**config.mk**
```make
export PLATFORM = sky130hd
export DESIGN_NAME = dec_binary_record_framer
export DESIGN_NICKNAME = d
export VERILOG_FILES = /design/src/hw/rtl/dbrf_pkg.sv /design/src/hw/rtl/dec_binary_record_framer.sv /design/src/hw/rtl/dbrf_step.sv
export SDC_FILE = /design/constraint.sdc
export NUM_CORES = 1
export LEC_CHECK = 0
export ABC_AREA = 1
export BUFFER_PORTS_ARGS = -buffer_cell sky130_fd_sc_hd__buf_2
export CORE_ASPECT_RATIO = 1.4
export CORE_MARGIN = 3
export CORE_UTILIZATION = 50
export DETAILED_ROUTE_END_ITERATION = 6
export HOLD_SLACK_MARGIN = 0.03
export PLACE_DENSITY_LB_ADDON = 0.1
export REMOVE_ABC_BUFFERS = 1
export SKIP_CTS_REPAIR_TIMING = 1
export SYNTH_ARGS = -nofsm -noshare
export SYNTH_HDL_FRONTEND = slang
export SYNTH_HIERARCHICAL = 1
export SYNTH_SLANG_ARGS = --single-unit
```
**constraint.sdc**
```tcl
create_clock -name clk -period 6.1 [get_ports clk]
set_input_delay 1.22 -clock clk [delete_from_list [all_inputs] [get_ports clk]]
set_output_delay 1.22 -clock clk [all_outputs]
set_load 0.005 [all_outputs]
```
**src/hw/rtl/dbrf_pkg.sv**
```systemverilog
// Shared types and constants for the binary record framer.
package dbrf_pkg;

    // Request codes carried by req_type
    typedef enum logic [1:0] {
        REQ_DATA     = 2'd0,
        REQ_START    = 2'd1,
        REQ_PAD      = 2'd2,
        REQ_RESERVED = 2'd3
    } req_t;

    // One step of the sequencer; the frame byte slots ST_HDR0 to ST_PAD are in emission order
    typedef enum logic [3:0] {
        ST_HDR0,
        ST_HDR1,
        ST_LEN_LO,
        ST_LEN_HI,
        ST_ADDR_LO,
        ST_ADDR_HI,
        ST_DATA,
        ST_CKSUM,
        ST_PAD,
        ST_DROP,
        ST_START_CK,
        ST_FILL,
        ST_ALIGNED,
        ST_NOP
    } step_t;

    localparam logic [7:0]  HDR_MARK0     = 8'h01;
    localparam logic [7:0]  HDR_MARK1     = 8'h00;
    localparam logic [8:0]  HDR_LEN_BIAS  = 9'd6;
    localparam logic [7:0]  START_LEN     = 8'd6;
    // 01 + 00 + 06 + 00 of a start frame header
    localparam logic [7:0]  START_HDR_SUM = 8'd7;
    localparam logic [16:0] ADDR_SPACE    = 17'h10000;

    // Input beat as held in the item register
    typedef struct packed {
        req_t        req;
        logic        first;
        logic        last;
        logic [15:0] address;
        logic [7:0]  length;
        logic [7:0]  data;
    } dbrf_item_t;

    // Stream state seen by the step logic
    typedef struct packed {
        logic       start_enable;
        logic       dropping;
        logic [7:0] sum;
        logic       offset_odd;
        logic       offset_aligned;
    } dbrf_ctx_t;

    // State updates produced with each result
    typedef struct packed {
        logic       last;
        logic       adv_offset;
        logic [7:0] sum_next;
        logic       dropping_next;
    } dbrf_upd_t;

    // One result beat
    typedef struct packed {
        logic [7:0] out_byte;
        logic       byte_valid;
        logic       range_error;
        logic       block_aligned;
    } dbrf_result_t;

endpackage

```
**src/hw/rtl/dec_binary_record_framer.sv**
```systemverilog
// Top level of the binary record framer: beat registers, stream state, output register.
//
//   channel  direction  handshake               payload
//   in       input      in_valid / in_ready     req_type .. data_byte
//   out      output     out_valid / out_ready   out_byte .. block_aligned
//   cfg      input      cfg_wr_en               cfg_wr_data (start_address_enable)
//
// Each input beat yields 1 to 9 output beats, one per cycle while out is not
// stalled: one for a plain data byte, up to 9 for a record's first-and-last
// byte. The item register feeds one step slot per cycle into the output register;
// the next beat is taken in the cycle its predecessor's last result is emitted.
// Reset clears the stream offset, sum and drop flag and sets start_address_enable.
// A stall on out holds the output register and the item.
module dec_binary_record_framer
    import dbrf_pkg::*;
#(
    parameter int BLOCK_BYTES      = 512,
    parameter int MAX_RECORD_BYTES = 255
)
(
    input  logic        clk,
    input  logic        rst_n,
    input  logic        cfg_wr_en,
    input  logic        cfg_wr_data,
    input  logic        in_valid,
    output logic        in_ready,
    input  logic [1:0]  req_type,
    input  logic        first_of_record,
    input  logic        last_of_record,
    input  logic [15:0] rec_address,
    input  logic [7:0]  rec_length,
    input  logic [7:0]  data_byte,
    output logic        out_valid,
    input  logic        out_ready,
    output logic [7:0]  out_byte,
    output logic        byte_valid,
    output logic        last_in_run,
    output logic        range_error,
    output logic        block_aligned
);

    localparam int            OFF_W    = $clog2(2 * BLOCK_BYTES);
    localparam logic [OFF_W-1:0] OFF_LAST = OFF_W'(2 * BLOCK_BYTES - 1);
    localparam logic [OFF_W-1:0] OFF_HALF = OFF_W'(BLOCK_BYTES);

    logic             start_enable_reg;
    logic             item_valid_reg;
    logic             entry_reg;
    dbrf_item_t       item_reg;
    step_t            step_reg;
    logic [OFF_W-1:0] offset_reg;
    logic [7:0]       running_sum_reg;
    logic             dropping_reg;
    logic             out_valid_reg;
    dbrf_result_t     res_reg;
    logic             res_last_reg;

    dbrf_ctx_t        ctx;
    dbrf_upd_t        upd;
    dbrf_result_t     res;
    step_t            step_cur;
    step_t            step_next;
    logic             emit;
    logic             in_accept;
    logic [OFF_W-1:0] offset_next;

    // Stream context for the step logic
    assign ctx.start_enable   = start_enable_reg;
    assign ctx.dropping       = dropping_reg;
    assign ctx.sum            = running_sum_reg;
    assign ctx.offset_odd     = offset_reg[0];
    assign ctx.offset_aligned = (offset_reg == '0) || (offset_reg == OFF_HALF);

    dbrf_step #(
        .MAX_RECORD_BYTES(MAX_RECORD_BYTES)
    ) u_step (
        .item     (item_reg),
        .entry    (entry_reg),
        .step_in  (step_reg),
        .ctx      (ctx),
        .step_cur (step_cur),
        .step_next(step_next),
        .upd      (upd),
        .res      (res)
    );

    // Handshake: emit when the output register is free; take a beat as the item ends
    assign emit      = item_valid_reg && (!out_valid_reg || out_ready);
    assign in_ready  = !item_valid_reg || (emit && upd.last);
    assign in_accept = in_valid && in_ready;

    assign offset_next = (offset_reg == OFF_LAST) ? '0 : offset_reg + OFF_W'(1);

    // Configuration register
    always_ff @(posedge clk or negedge rst_n)
    begin
        if (!rst_n)
            start_enable_reg <= 1'b1;
        else if (cfg_wr_en)
            start_enable_reg <= cfg_wr_data;
    end

    // Item register and step sequencer
    always_ff @(posedge clk or negedge rst_n)
    begin
        if (!rst_n)
        begin
            item_valid_reg <= 1'b0;
            entry_reg      <= 1'b1;
            step_reg       <= ST_NOP;
        end
        else if (in_accept)
        begin
            item_valid_reg <= 1'b1;
            entry_reg      <= 1'b1;
        end
        else if (emit)
        begin
            if (upd.last)
                item_valid_reg <= 1'b0;
            entry_reg <= upd.last;
            step_reg  <= step_next;
        end
    end

    always_ff @(posedge clk)
    begin
        if (in_accept)
        begin
            item_reg.req     <= req_t'(req_type);
            item_reg.first   <= first_of_record;
            item_reg.last    <= last_of_record;
            item_reg.address <= rec_address;
            item_reg.length  <= rec_length;
            item_reg.data    <= data_byte;
        end
    end

    // Stream state: update on every emitted result; the offset advances only for stream bytes
    always_ff @(posedge clk or negedge rst_n)
    begin
        if (!rst_n)
        begin
            offset_reg      <= '0;
            running_sum_reg <= 8'h00;
            dropping_reg    <= 1'b0;
        end
        else if (emit)
        begin
            if (upd.adv_offset)
                offset_reg <= offset_next;
            running_sum_reg <= upd.sum_next;
            dropping_reg    <= upd.dropping_next;
        end
    end

    // Output register
    always_ff @(posedge clk or negedge rst_n)
    begin
        if (!rst_n)
            out_valid_reg <= 1'b0;
        else if (emit)
            out_valid_reg <= 1'b1;
        else if (out_ready)
            out_valid_reg <= 1'b0;
    end

    always_ff @(posedge clk)
    begin
        if (emit)
        begin
            res_reg      <= res;
            res_last_reg <= upd.last;
        end
    end

    assign out_valid     = out_valid_reg;
    assign out_byte      = res_reg.out_byte;
    assign byte_valid    = res_reg.byte_valid;
    assign last_in_run   = res_last_reg;
    assign range_error   = res_reg.range_error;
    assign block_aligned = res_reg.block_aligned;

    // Offset stays inside its modulus
    assert property (@(posedge clk) disable iff (!rst_n)
        offset_reg <= OFF_LAST)
        else $error("stream offset out of range");

    // A closed data frame leaves the stream at an even offset
    assert property (@(posedge clk) disable iff (!rst_n)
        (emit && upd.last && (step_cur == ST_CKSUM || step_cur == ST_PAD))
        |=> !offset_reg[0])
        else $error("frame closed at odd offset");

    // The checksum byte brings the frame sum back to zero
    assert property (@(posedge clk) disable iff (!rst_n)
        (emit && step_cur == ST_CKSUM) |=> (running_sum_reg == 8'h00))
        else $error("frame sum not zero after checksum");

    // A dropped-record result never carries a stream byte
    assert property (@(posedge clk) disable iff (!rst_n)
        (out_valid_reg && res_reg.range_error)
        |-> (!res_reg.byte_valid && res_reg.out_byte == 8'h00))
        else $error("dropped record emitted a byte");

endmodule

```
**src/hw/rtl/dbrf_step.sv**
```systemverilog
// Frame sequencer step: picks the current byte slot, its result and the state updates.
module dbrf_step
    import dbrf_pkg::*;
#(
    parameter int MAX_RECORD_BYTES = 255
)
(
    input  dbrf_item_t   item,
    input  logic         entry,
    input  step_t        step_in,
    input  dbrf_ctx_t    ctx,
    output step_t        step_cur,
    output step_t        step_next,
    output dbrf_upd_t    upd,
    output dbrf_result_t res
);

    logic [16:0] end_addr;
    logic        bad_record;
    logic [8:0]  len_word;
    logic        is_data;
    logic        slot_last;

    // Judge the record on its first byte
    assign end_addr   = {1'b0, item.address} + {9'b0, item.length};
    assign bad_record = (item.length == 8'd0)
                     || ({9'b0, item.length} > 17'(MAX_RECORD_BYTES))
                     || (end_addr > ADDR_SPACE);
    assign len_word   = {1'b0, item.length} + HDR_LEN_BIAS;
    assign is_data    = (item.req == REQ_DATA);

    // Next state: entry slot of a new beat, then the slot after the current one
    always_comb
    begin
        step_cur = step_in;
        if (entry)
        begin
            case (item.req)
                REQ_DATA:
                begin
                    if (item.first)
                        step_cur = bad_record ? ST_DROP : ST_HDR0;
                    else
                        step_cur = ctx.dropping ? ST_DROP : ST_DATA;
                end
                REQ_START: step_cur = ctx.start_enable ? ST_HDR0 : ST_NOP;
                REQ_PAD:   step_cur = ctx.offset_aligned ? ST_ALIGNED : ST_FILL;
                default:   step_cur = ST_NOP;
            endcase
        end

        step_next = step_cur;
        slot_last = 1'b1;
        case (step_cur)
            ST_HDR0:    begin step_next = ST_HDR1;    slot_last = 1'b0; end
            ST_HDR1:    begin step_next = ST_LEN_LO;  slot_last = 1'b0; end
            ST_LEN_LO:  begin step_next = ST_LEN_HI;  slot_last = 1'b0; end
            ST_LEN_HI:  begin step_next = ST_ADDR_LO; slot_last = 1'b0; end
            ST_ADDR_LO: begin step_next = ST_ADDR_HI; slot_last = 1'b0; end
            ST_ADDR_HI:
            begin
                step_next = is_data ? ST_DATA : ST_START_CK;
                slot_last = 1'b0;
            end
            ST_DATA:
            begin
                step_next = ST_CKSUM;
                slot_last = !item.last;
            end
            ST_CKSUM:
            begin
                // offset after the checksum is odd exactly when it is even now
                step_next = ST_PAD;
                slot_last = ctx.offset_odd;
            end
            default:    slot_last = 1'b1;
        endcase
    end

    // Outputs: result byte and stream state updates for the current slot
    always_comb
    begin
        upd.last          = slot_last;
        res.out_byte      = 8'h00;
        res.byte_valid    = 1'b1;
        res.range_error   = 1'b0;
        res.block_aligned = 1'b0;
        upd.adv_offset    = 1'b1;
        upd.dropping_next = ctx.dropping;
        case (step_cur)
            ST_HDR0:
            begin
                res.out_byte = HDR_MARK0;
                if (is_data)
                    upd.dropping_next = 1'b0;
            end
            ST_HDR1:     res.out_byte = HDR_MARK1;
            ST_LEN_LO:   res.out_byte = is_data ? len_word[7:0] : START_LEN;
            ST_LEN_HI:   res.out_byte = is_data ? {7'b0, len_word[8]} : 8'h00;
            ST_ADDR_LO:  res.out_byte = item.address[7:0];
            ST_ADDR_HI:  res.out_byte = item.address[15:8];
            ST_DATA:     res.out_byte = item.data;
            ST_CKSUM:    res.out_byte = 8'h00 - ctx.sum;
            ST_PAD:      res.out_byte = 8'h00;
            ST_START_CK:
            begin
                res.out_byte = 8'h00 - (START_HDR_SUM + item.address[7:0]
                                        + item.address[15:8]);
            end
            ST_FILL:     res.out_byte = 8'h00;
            ST_DROP:
            begin
                res.byte_valid    = 1'b0;
                res.range_error   = 1'b1;
                upd.adv_offset    = 1'b0;
                upd.dropping_next = !item.last;
            end
            ST_ALIGNED:
            begin
                res.byte_valid    = 1'b0;
                res.block_aligned = 1'b1;
                upd.adv_offset    = 1'b0;
            end
            default:
            begin
                res.byte_valid = 1'b0;
                upd.adv_offset = 1'b0;
            end
        endcase

        // Only data frame bytes enter the running sum; the first header byte restarts it
        upd.sum_next = ctx.sum;
        if (is_data && res.byte_valid)
        begin
            if (step_cur == ST_HDR0)
                upd.sum_next = res.out_byte;
            else
                upd.sum_next = ctx.sum + res.out_byte;
        end
    end

endmodule
```
---- After elaboration in Yosys (flattened, before gate mapping) ----
Index checks and enable logic that the tools add are counted.
cells by class
  add/sub/neg operators ................... 8
  order comparisons ....................... 1
  equal/unequal tests ..................... 17
  multiplexer cells ....................... 27
  bitwise gates (word level) .............. 1
  reduce and logical (&&, ||, !) cells .... 26
operators by type and width
  kind                                                                    count
  8-bit one-hot mux with 8 select lines                                   1
  4-bit one-hot mux with 8 select lines                                   1
  4-bit 2-to-1 mux                                                        6
  10-bit equality test (second input constant)                            2
  4-bit equality test (second input constant)                             5
  16-bit by 8-bit adder with 17-bit output                                1
  17-bit > comparator (second input constant)                             1
  8-bit adder                                                             2
  4-bit by 3-bit equality test with 1-bit output (second input constant)  4
  8-bit 2-to-1 mux                                                        2
  1-bit by 8-bit subtractor with 8-bit output (first input constant)      2
  1-bit 2-to-1 mux                                                        12
  4-bit one-hot mux with 3 select lines                                   1
  11-bit OR reduction                                                     1
  10-bit by 1-bit adder with 10-bit output (second input constant)        1
  10-bit zero test                                                        1
  10-bit 2-to-1 mux                                                       1
  8-bit by 3-bit adder with 9-bit output (second input constant)          1
  3-bit by 8-bit adder with 8-bit output (first input constant)           1
  4-bit by 2-bit equality test with 1-bit output (second input constant)  2
  8-bit zero test                                                         1
  2-bit AND reduction                                                     4
  2-bit nonzero test                                                      4
  6-bit OR reduction                                                      1
  14 further kinds                                                        22
storage, ports and cells
  register bits after elaboration ......... 75
  bits of input ports ..................... 42
  output and inout port bits .............. 14
  word-level logic and storage cells ...... 99

---- Longest topological paths before layout ----
Gate-level depths: netlist of run 1.
  depth in word-level cells ............... 15
  gate-level depth with buffers ........... 44
  gate-level depth less buffers ........... 44

---- Modules after synthesis ----
Netlist of run 1, hierarchy kept.
modules (own cells, without submodules)
  module                    instances  cells an instance  area an instance (µm²)  seq. area each (µm²)
  dec_binary_record_framer  1          211                2753.9                  2123.3
  dbrf_step                 1          459                2504.9                  0.0

---- Worst setup path before layout of run 1 ----
Ideal clock, no wire load.
  path type ............................... register to register
  start point ............................. reg item_reg[8] (netlist name)
  end point ............................... reg running_sum_reg[7]
  library setup time ...................... 117 ps
  arrival time ............................ 4340 ps
  data required time ...................... 5983 ps
  path slack .............................. 1643 ps
  stages on the path, launching flop included .. 37
  buffers on the path ..................... 0
  period minus slack after synthesis ...... 4457 ps
  path through ............................ edfxtp_1 > ha_1 > fa_1 > or2_2 > a21oi_1 > nand4_1 > nor2_1 > nand3_1 > nor2_1 > nand2_1 > nand2_1 > nand2_1 > nand2_2 > nand2_2 > nand2_4 > nor2_2 > nand2_1 > o21ai_1 > nor2_1 > nand3_1 > ha_1 > a21oi_1 > nand2_1 > a21oi_1 > inv_1 > a21oi_1 > nor2_1 > o21ai_0 > nand2_1 > xor2_1 > inv_1 > nand2_1 > nand3_1 > nand3_1 > nand2_1 > nand2_1 > nand2_1
RTL lines
  element                 line                             RTL
  start: declaration      dec_binary_record_framer.sv:49   dbrf_item_t item_reg;
  end signal: assignment  dec_binary_record_framer.sv:152  running_sum_reg <= upd.sum_next;
  end: declaration        dec_binary_record_framer.sv:52   logic [7:0] running_sum_reg;

==> results of run 1 <==
## cells in the final DEF (no fill, tap or decap), types with 8 or more instances in the layout
cell,count
o21ai_1,11
nand2_1,182
xor2_1,15
inv_1,99
a21oi_1,19
nand3_1,50
clkbuf_16,9
edfxtp_1,48
o21ai_0,23
dfrtp_1,22
nand2_2,15
inv_2,9
nor2_2,8
buf_2,55
nor2_1,54
ha_1,32
nand4_1,11
## logic make-up after synthesis
| kind of cell | after synthesis | synth area share, % |
|---|---|---|
| XOR/XNOR | 19 | 3.16 |
| adder cells (fa/ha/maj) | 35 | 8.76 |
| buffers and inverters | 114 | 8.54 |
| AND/OR/NAND/NOR | 352 | 30.5 |
| AO/OA/AOI/OAI | 73 | 8.26 |
| flip-flops | 75 | 40.4 |
| multiplexers | 2 | 0.404 |
## layout make-up
cell class | count | area share (%)
clock buffer | 11 | 3.86
clock inverter | 5 | 2.08
inverter | 108 | 6.73
multi-input combinational | 481 | 44.6
sequential | 75 | 35.2
tap | 135 | 2.80
timing repair buffer | 56 | 4.69
## worst paths after layout
check                             from                 end  slack (ps)  depth (start not counted)
min in group asynchronous        rst_n  running_sum_reg[2]         900                          1
min reg2reg                step_reg[0]         step_reg[0]         490                          2
min                        step_reg[0]         step_reg[0]         490                          2
max in group asynchronous        rst_n       offset_reg[9]        4790                          1
max reg2reg                item_reg[8]  running_sum_reg[7]         810                         36
max                        item_reg[8]  running_sum_reg[7]         810                         36
## layer usage
metal / routed length (um) / share of wire (%) / vias up / global-route usage (%)
met2: 6430 / 51 / 128 / 40.7
met5: 0 / 0 / - / 0
met3: 512 / 4.0 / 43 / 4.77
met1: 5080 / 40 / 2078 / 25.0
li1: - / - / 2305 / -
met4: 696 / 5.5 / 0 / 13.6
## worst max-delay path, delay by kind of cell (launching register included)
family / cells / cell delay, ps
flip-flops: 1 / 440
AO/OA/AOI/OAI: 7 / 1400
AND/OR/NAND/NOR: 22 / 2060
buffers and inverters: 3 / 200
adder cells (fa/ha/maj): 3 / 960
XOR/XNOR: 1 / 140
## per-stage QoR
stage / hold slack [ps] / instances
after global routing: 524 / 871
after detailed placement: 490 / 855
after floorplan: 453 / 664
final: 487 / 871
after CTS: 490 / 871
after global placement: 476 / 855
## power by group through the flow
stage | registers (uW) | clock network (uW) | logic, uW
after floorplan | 872 | 0 | 1030
after global placement | 915 | 0 | 1330
after detailed placement | 919 | 0 | 1360
after CTS | 913 | 650 | 1360
after global routing | 935 | 670 | 1560
final | 910 | 638 | 1370
==> impl_results.md, run 1 <==
* Outcome: completed
* Longest Clk Path Bufs at 2
* Clock root buffer: clkbuf_16
* Synth area leaders: edfxtp_1 27%, nand2_1 13%, dfrtp_1 10%
* Worst Path Arrival at 5510 ps
* CTS Sinks at 75
* Most common cell in the netlist: nand2_1
* First-pass GRT wire length at 21,200 um
* Residual DRC count at 0
* Die area at 11,800 um2
* Power Internal at 1680 uW
* Cell taking the most area after synthesis: edfxtp_1
* Required time of the worst setup path at 6320 ps
* Worst slew margin at 45.2%
* Yosys warnings at 6
* Area grow syn2layout at 14.6%
* IO Count at 56
* Total gr overflow at 0
* Pwr per Cell Area at ~480 nW/um2
* CTS clk-pin slew, worst paths at 60 ps
* Area of the core at 10,100 um2
* Synth async-reset ratio at 36.0%
* Antenna violations before repair at 0
* Crit. End Element: register
* Tcrit/Tclk final at 86.7%
* DPL Wire Length at 10,200 um
* Leakage at ~0.0030 uW
* Netlist cell types at 47
* CTS buffer count at 9
* CP peak stage delay at 440 ps
* VDD IR max at approximately 290 uV
* Largest net degree at the start of global routing at 36
* 1st-iter DRT viols at 207
* Via-to-Cell Ratio at 5.23
* Max FFs per register at 36
* Row cnt at 43
* Primary FF master, synth: edfxtp_1
* H-tree depth at 3
* Setup_tns at 0 ps
* Post-DRT Antenna Nets at 0
* Die X at 92.7 um
* Final GP Congestion at 1.00
* HP Class: register to register
* RSZ-0062 raised after global routing: false
* Seq/Total Area, Yosys at 40.4%
* Placement Setup Slack at 915 ps
* Tmin final at 5290 ps
* Die Y at 127 um
* Clock Latency Late Sink at approximately 330 ps
* Port Buffers at 55
* Filler cell count at between 900 and 1,000
* Finished Core Util at 59.9%
* Gr usage total at between 20% and 30%
* Maxcap violations at 0
* Achievable frequency at 189 MHz
* Register share of total power at 31.2%
* WL/cell at between 10 and 15 um
* Area of the multi-input gates at 2690 um2
* Syn_area_per_cell at 7.85 um2
* Share of cells above drive strength 1 at 17.5%
* Most frequent CP cell: nand2_1
* Startpoint types: register
* Antenna cell count at 0
* Cell Area, Synth at 5260 um2
* Share of the synthesized area in the top cell type at 27.4%
* Detailed-route wire length at between 10,000 and 15,000 um
* Crit-path max FO at 9
* Most frequent cells after synthesis: 182 x nand2_1, 99 x inv_1, 54 x nor2_1
* DRT Pass-1 Iters at 5
* Final clock skew at about 5.7 ps
* Sequential Area at 2120 um2
* Placed inst area at 5670 um2
* Switching part of the total at approximately 43%
* Vias in the first global route at 4,608
* Combinational share of power at between 40% and 50%
* Max-slew violation count at 0
* Yosys reg bits at 75
* CTS tree: yes
* Count of final hold-check violations at 0
* EDFF count, synth at 48
* Clock power frac at ~22%
* Slew at the pin closest to its max-slew limit at 820 ps
* Cell area after layout at 6020 um2
* Final worst setup slack at 809 ps
* Critical path class: register to register
* Total power at between 2000 and 3000 uW
* Initial core utilization at 52.3%
* Vias at 4,554
* Finish-stage setup viols at 0
* Nets at 808
* Slowest cell on the critical path: edfxtp_1
* Switching pwr at 1240 uW
* Syn Inst Count at 670
No activity file was read; power rests on OpenSTA's default activity.
==> run 2, diff against run 1 <==
--- a/config.mk
+++ b/config.mk
@@ -11,6 +11,7 @@
 export CORE_MARGIN = 3
 export CORE_UTILIZATION = 50
 export DETAILED_ROUTE_END_ITERATION = 6
+export GPL_TIMING_DRIVEN = 0
 export HOLD_SLACK_MARGIN = 0.03
 export PLACE_DENSITY_LB_ADDON = 0.1
 export REMOVE_ABC_BUFFERS = 1
==> impl_results.md, run 2 (synthesis results as in run 1) <==
* Gr usage total at 22.4%
* 1st-iter DRT viols at 193
* Final worst setup slack at 573 ps
* Achievable frequency at 181 MHz
* Count of final hold-check violations at 0
* Nets at roughly 800
* Longest Clk Path Bufs at 2
* Share of cells above drive strength 1 at 17.7%
* Setup_tns at 0 ps
* Die X at between 90 and 100 um
* Max FFs per register at 36
* Maxcap violations at 0
* Final GP Congestion at 0.954
* Startpoint types: register
* Critical path class: register to register
* Area grow syn2layout at 13.5%
* Pwr per Cell Area at 468 nW/um2
* CTS Sinks at 75
* Post-DRT Antenna Nets at 0
* CTS clk-pin slew, worst paths at 60 ps
* Via-to-Cell Ratio at 5.26
* Row cnt at 43
* Final clock skew at 7.77 ps
* Area of the core at just over 10,000 um2
* Tmin final at 5530 ps
* Tcrit/Tclk final at about nine tenths
* Residual DRC count at 0
* Worst slew margin at 45.1%
* Initial core utilization at 52.3%
* VDD IR max at between 150 and 200 uV
* Die Y at between 100 and 150 um
* Cell area after layout at 5970 um2
* Leakage at roughly 0.003 uW
* Antenna violations before repair at 0
* Port Buffers at 55
* Antenna cell count at 0
* Most frequent CP cell: nand2_1
* H-tree depth at 3
* Outcome: completed
* Crit-path max FO at 9
* DPL Wire Length at 10,000 um
* Commonest non-fill, non-tap cell in the layout: nand2_1
* Placement Setup Slack at 687 ps
* Placed inst area at approximately 5700 um2
* Detailed-route wire length at 12,500 um
* CTS buffer count at 9
* IO Count at 56
* Slowest cell on the critical path: fa_1
* Most frequent cells in the layout: 182 x nand2_1, 98 x inv_1, 55 x buf_2
* HP Class: register to register
* First-pass GRT wire length at 20,700 um
* CTS tree: yes
* Total power at 2790 uW
* Finish-stage setup viols at 0
* RSZ-0062 raised after global routing: false
* DRT Pass-1 Iters at 5
* Hold Slack at 492 ps
* Total gr overflow at 0
* Crit. End Element: register
* Largest net degree at the start of global routing at 37
* Die area at 11,800 um2
* Worst Path Arrival at 5750 ps
* Vias in the first global route at 4,665
* Vias at 4,585
* Max-slew violation count at 0
* WL/cell at 14.4 um
* Clock Latency Late Sink at about 340 ps
* Slew at the pin closest to its max-slew limit at 815 ps
* Clock root buffer: clkbuf_16
* Required time of the worst setup path at 6320 ps
* CP peak stage delay at between 400 and 500 ps
## run 2: cell types whose count changed in the layout (fill, tap and decap cells not counted), moves of 2 or more
| cell | change |
|---|---|
| clkinv_1 | +2 |
| clkbuf_1 | -2 |
| clkinv_2 | +2 |
| bufinv_16 | -3 |
## run 2: worst max-delay path: cells and delay by family, from the launching register on
family,cells,cell delay [ps]
simple gates,22,2350
fa+ha+maj,3,1030
compound gates,7,1340
flops,1,440
buf+inv,2,110
xor+xnor,1,130
## run 2: final timing paths
kind	cells after the start	start	endpoint	slack, ps
min	2	step_reg[1]	step_reg[1]	490
max reg2reg	35	item_reg[8]	running_sum_reg[7]	570
min reg2reg	2	step_reg[1]	step_reg[1]	490
min in group asynchronous	1	rst_n	running_sum_reg[2]	900
max in group asynchronous	1	rst_n	offset_reg[5]	4780
max	35	item_reg[8]	running_sum_reg[7]	570
## run 2: stage by stage
step	utilization [%]	cells
after floorplan	-	664
after CTS	59.1	870
after global routing	59.3	871
final	59.3	871
after detailed placement	56.2	854
after global placement	56.2	854
## run 2: layer usage
layer | global-route usage (%) | part of all wire, % | vias to the layer above
li1 | - | - | 2310
met1 | 22.9 | 39 | 2109
met3 | 4.24 | 3.6 | 42
met4 | 14.2 | 5.6 | 0
met2 | 41.2 | 52 | 124
met5 | 0 | 0 | -
## run 2: report_power, final
part           internal [uW]  leakage, uW  switching [uW]
logic                    480      0.00199             891
clock network            315     0.000147             202
registers                760     0.000790             145
total                   1550      0.00293            1240
## run 2: area by class of cell
class                   instances  area [um2]
clock buffers                   9         225
clock inverters                 7        66.3
fillers                       926        4090
inverters                     108         405
multi-input cells             481        2690
flip-flops and latches         75        2120
well taps                     135         169
repair buffers                 56         295
==> run 3, diff against run 2 <==
--- a/config.mk
+++ b/config.mk
@@ -5,10 +5,8 @@
 export SDC_FILE = /design/constraint.sdc
 export NUM_CORES = 1
 export LEC_CHECK = 0
-export ABC_AREA = 1
 export BUFFER_PORTS_ARGS = -buffer_cell sky130_fd_sc_hd__buf_2
 export CORE_ASPECT_RATIO = 1.4
-export CORE_MARGIN = 3
 export CORE_UTILIZATION = 50
 export DETAILED_ROUTE_END_ITERATION = 6
 export GPL_TIMING_DRIVEN = 0
==> impl_results.md, run 3 <==
* Longest Clk Path Bufs at 2
* Die area at 10,600 um2
* Power Internal at approximately 1500 uW
* WL/cell at 18.3 um
* CTS Sinks at 75
* Setup slack, reg-to-reg at 250 ps
* Critical path class: register to register
* First-pass GRT wire length at 19,700 um
* Syn Inst Count at roughly 500
* Slew at the pin closest to its max-slew limit at 1320 ps
* Crit. End Element: register
* VDD IR max at 211 uV
* Leakage at 0.00246 uW
* IO Count at 56
* Row cnt at 43
* WHS Endpoint: offset_reg[8]
* Hold Slack at 524 ps
* Port Buffers at 55
* Slowest cell on the critical path: edfxtp_1
* Gr usage total at roughly 25%
* Reg2Reg Launch Point: item_reg[16]
* Cell Area, Synth at 5080 um2
* Finished Core Util at 59.0%
* Detailed-route wire length at 12,600 um
* Initial core utilization at 51.3%
* Placement Setup Slack at -180 ps
* Vias at 4,111
* Commonest non-fill, non-tap cell in the layout: buf_2
* H-tree depth at 3
* DPL Wire Length at 9380 um
* Worst Path Arrival at 6130 ps
* Required time of the worst setup path at 6370 ps
* 1st-iter DRT viols at 339
* Most frequent cells in the layout: 55 x buf_2, 48 x edfxtp_1, 40 x nand2_1
* Finish-stage setup viols at 0
* Nets at approximately 630
* Switching part of the total at 39.8%
* Final GP Congestion at 0.884
* Area grow syn2layout at 15.0%
* Achievable frequency at 171 MHz
* Area of the core at 9900 um2
* HP Class: register to register
* Crit-path max FO at 5
* Startpoint types: register
* Largest net degree at the start of global routing at 28
* Yosys warnings at 6
* Via-to-Cell Ratio at between 5 and 6
* Maxcap violations at 0
* CTS clk-pin slew, worst paths at 60 ps
* Switching pwr at 989 uW
* Filler cell count at approximately 900
* Clock Latency Late Sink at 330 ps
* CP peak stage delay at 460 ps
* Max-slew violation count at 0
* Count of final hold-check violations at 0
* Max FFs per register at 36
* Clock power frac at around 20%
* Syn_area_per_cell at 10.2 um2
* Combinational share of power at 45.5%
* Outcome: completed
* Tcrit/Tclk final at 96.0%
* CTS tree: yes
* CTS buffer count at 9
* Share of cells above drive strength 1 at 22.0%
* WHS Path Cells at 1
* Worst slew margin at 9.34%
* Tmin final at 5850 ps
* Die Y at 121 um
* Antenna violations before repair at 0
* Hold_sp: offset_reg[8]
* Final worst setup slack at ~250 ps
* Total power at 2490 uW
* Total gr overflow at 0
* Register share of total power at 34.7%
* DRT Pass-1 Iters at 5
* Crit path cell chain: ha_1 > fa_1 > a211oi_1 > o21ai_2 > mux2_1 > o2111a_1 > a31oi_2 > o21ai_4 > nor4_4 > o2bb2ai_1 > a221o_1 > ha_1 > a21o_1 > a21oi_1 > o21bai_1 > a21oi_1 > o21bai_1 > a21o_1 > or4b_1 > a22o_1 > nand4_1 > mux2_2
* Final clock skew at 5.30 ps
* Worst r2r path cells at 22
* Residual DRC count at 0
* Antenna cell count at 0
* Die X at around 87 um
* Post-DRT Antenna Nets at 0
* Clock root buffer: clkbuf_16
* R2R Path End: running_sum_reg[7]
* Vias in the first global route at 3,950
* Pwr per Cell Area at 426 nW/um2
[run 3: cell count changes in the layout (fill, tap and decap cells not counted), moves of 11 or more]
cell / delta
o21ai_1: -11
o21ai_0: -11
inv_1: -64
nor2_1: -27
nand2_2: -15
nand2_1: -142
nand3_1: -36
xnor2_1: +14
mux2_2: +14
[run 3: stage by stage]
step	instance area, um2	cells	TNS (ps)
floorplan	4970	477	0
global placement	5420	667	-25720
detailed placement	5460	668	-180
CTS	5740	684	-247
global route	5840	689	-21.8
finish	5840	689	0
[run 3: cell type report]
cell class	count	area, um2	area share, %
well taps	135	169	2.89
inverters	35	131	2.25
flip-flops and latches	75	2120	36.4
clock buffers	12	256	4.39
repair buffers	60	333	5.70
multi-input cells	368	2800	48.0
clock inverters	4	25.0	0.429
[run 3: metal layers]
layer | vias up | track usage, % | part of all wire, %
li1 | 1973 | - | -
met1 | 1965 | 29.1 | 41
met2 | 143 | 43.3 | 51
met3 | 30 | 4.56 | 4.9
met4 | 0 | 13.0 | 3.7
met5 | - | 0 | 0
[run 3: how the worst max path moves through the flow]
stage	from	end	slack, ps	cells after the start
2_1_floorplan	item_reg[8]	running_sum_reg[7]	710	22
3_3_place_gp	item_reg[8]	item_reg[6]	-710	12
3_5_place_dp	item_reg[8]	running_sum_reg[7]	-180	22
4_1_cts	item_reg[8]	running_sum_reg[7]	-250	22
5_1_grt	item_reg[16]	running_sum_reg[7]	-20	22
6_report	item_reg[16]	running_sum_reg[7]	250	22
[run 3: power groups by stage]
stage	Combinational, uW	Sequential [uW]	Clock (uW)
finish	1130	863	492
global route	1250	885	521
CTS	1080	863	503
detailed placement	1060	870	0
global placement	1030	870	0
floorplan	799	828	0
[run 3: worst max-delay path, delay by kind of cell (launching register included)]
| family | cells | cell delay, ps |
|---|---|---|
| adder cells (fa/ha/maj) | 3 | 970 |
| AO/OA/AOI/OAI | 14 | 2910 |
| flip-flops | 1 | 460 |
| multiplexers | 2 | 480 |
| AND/OR/NAND/NOR | 3 | 970 |
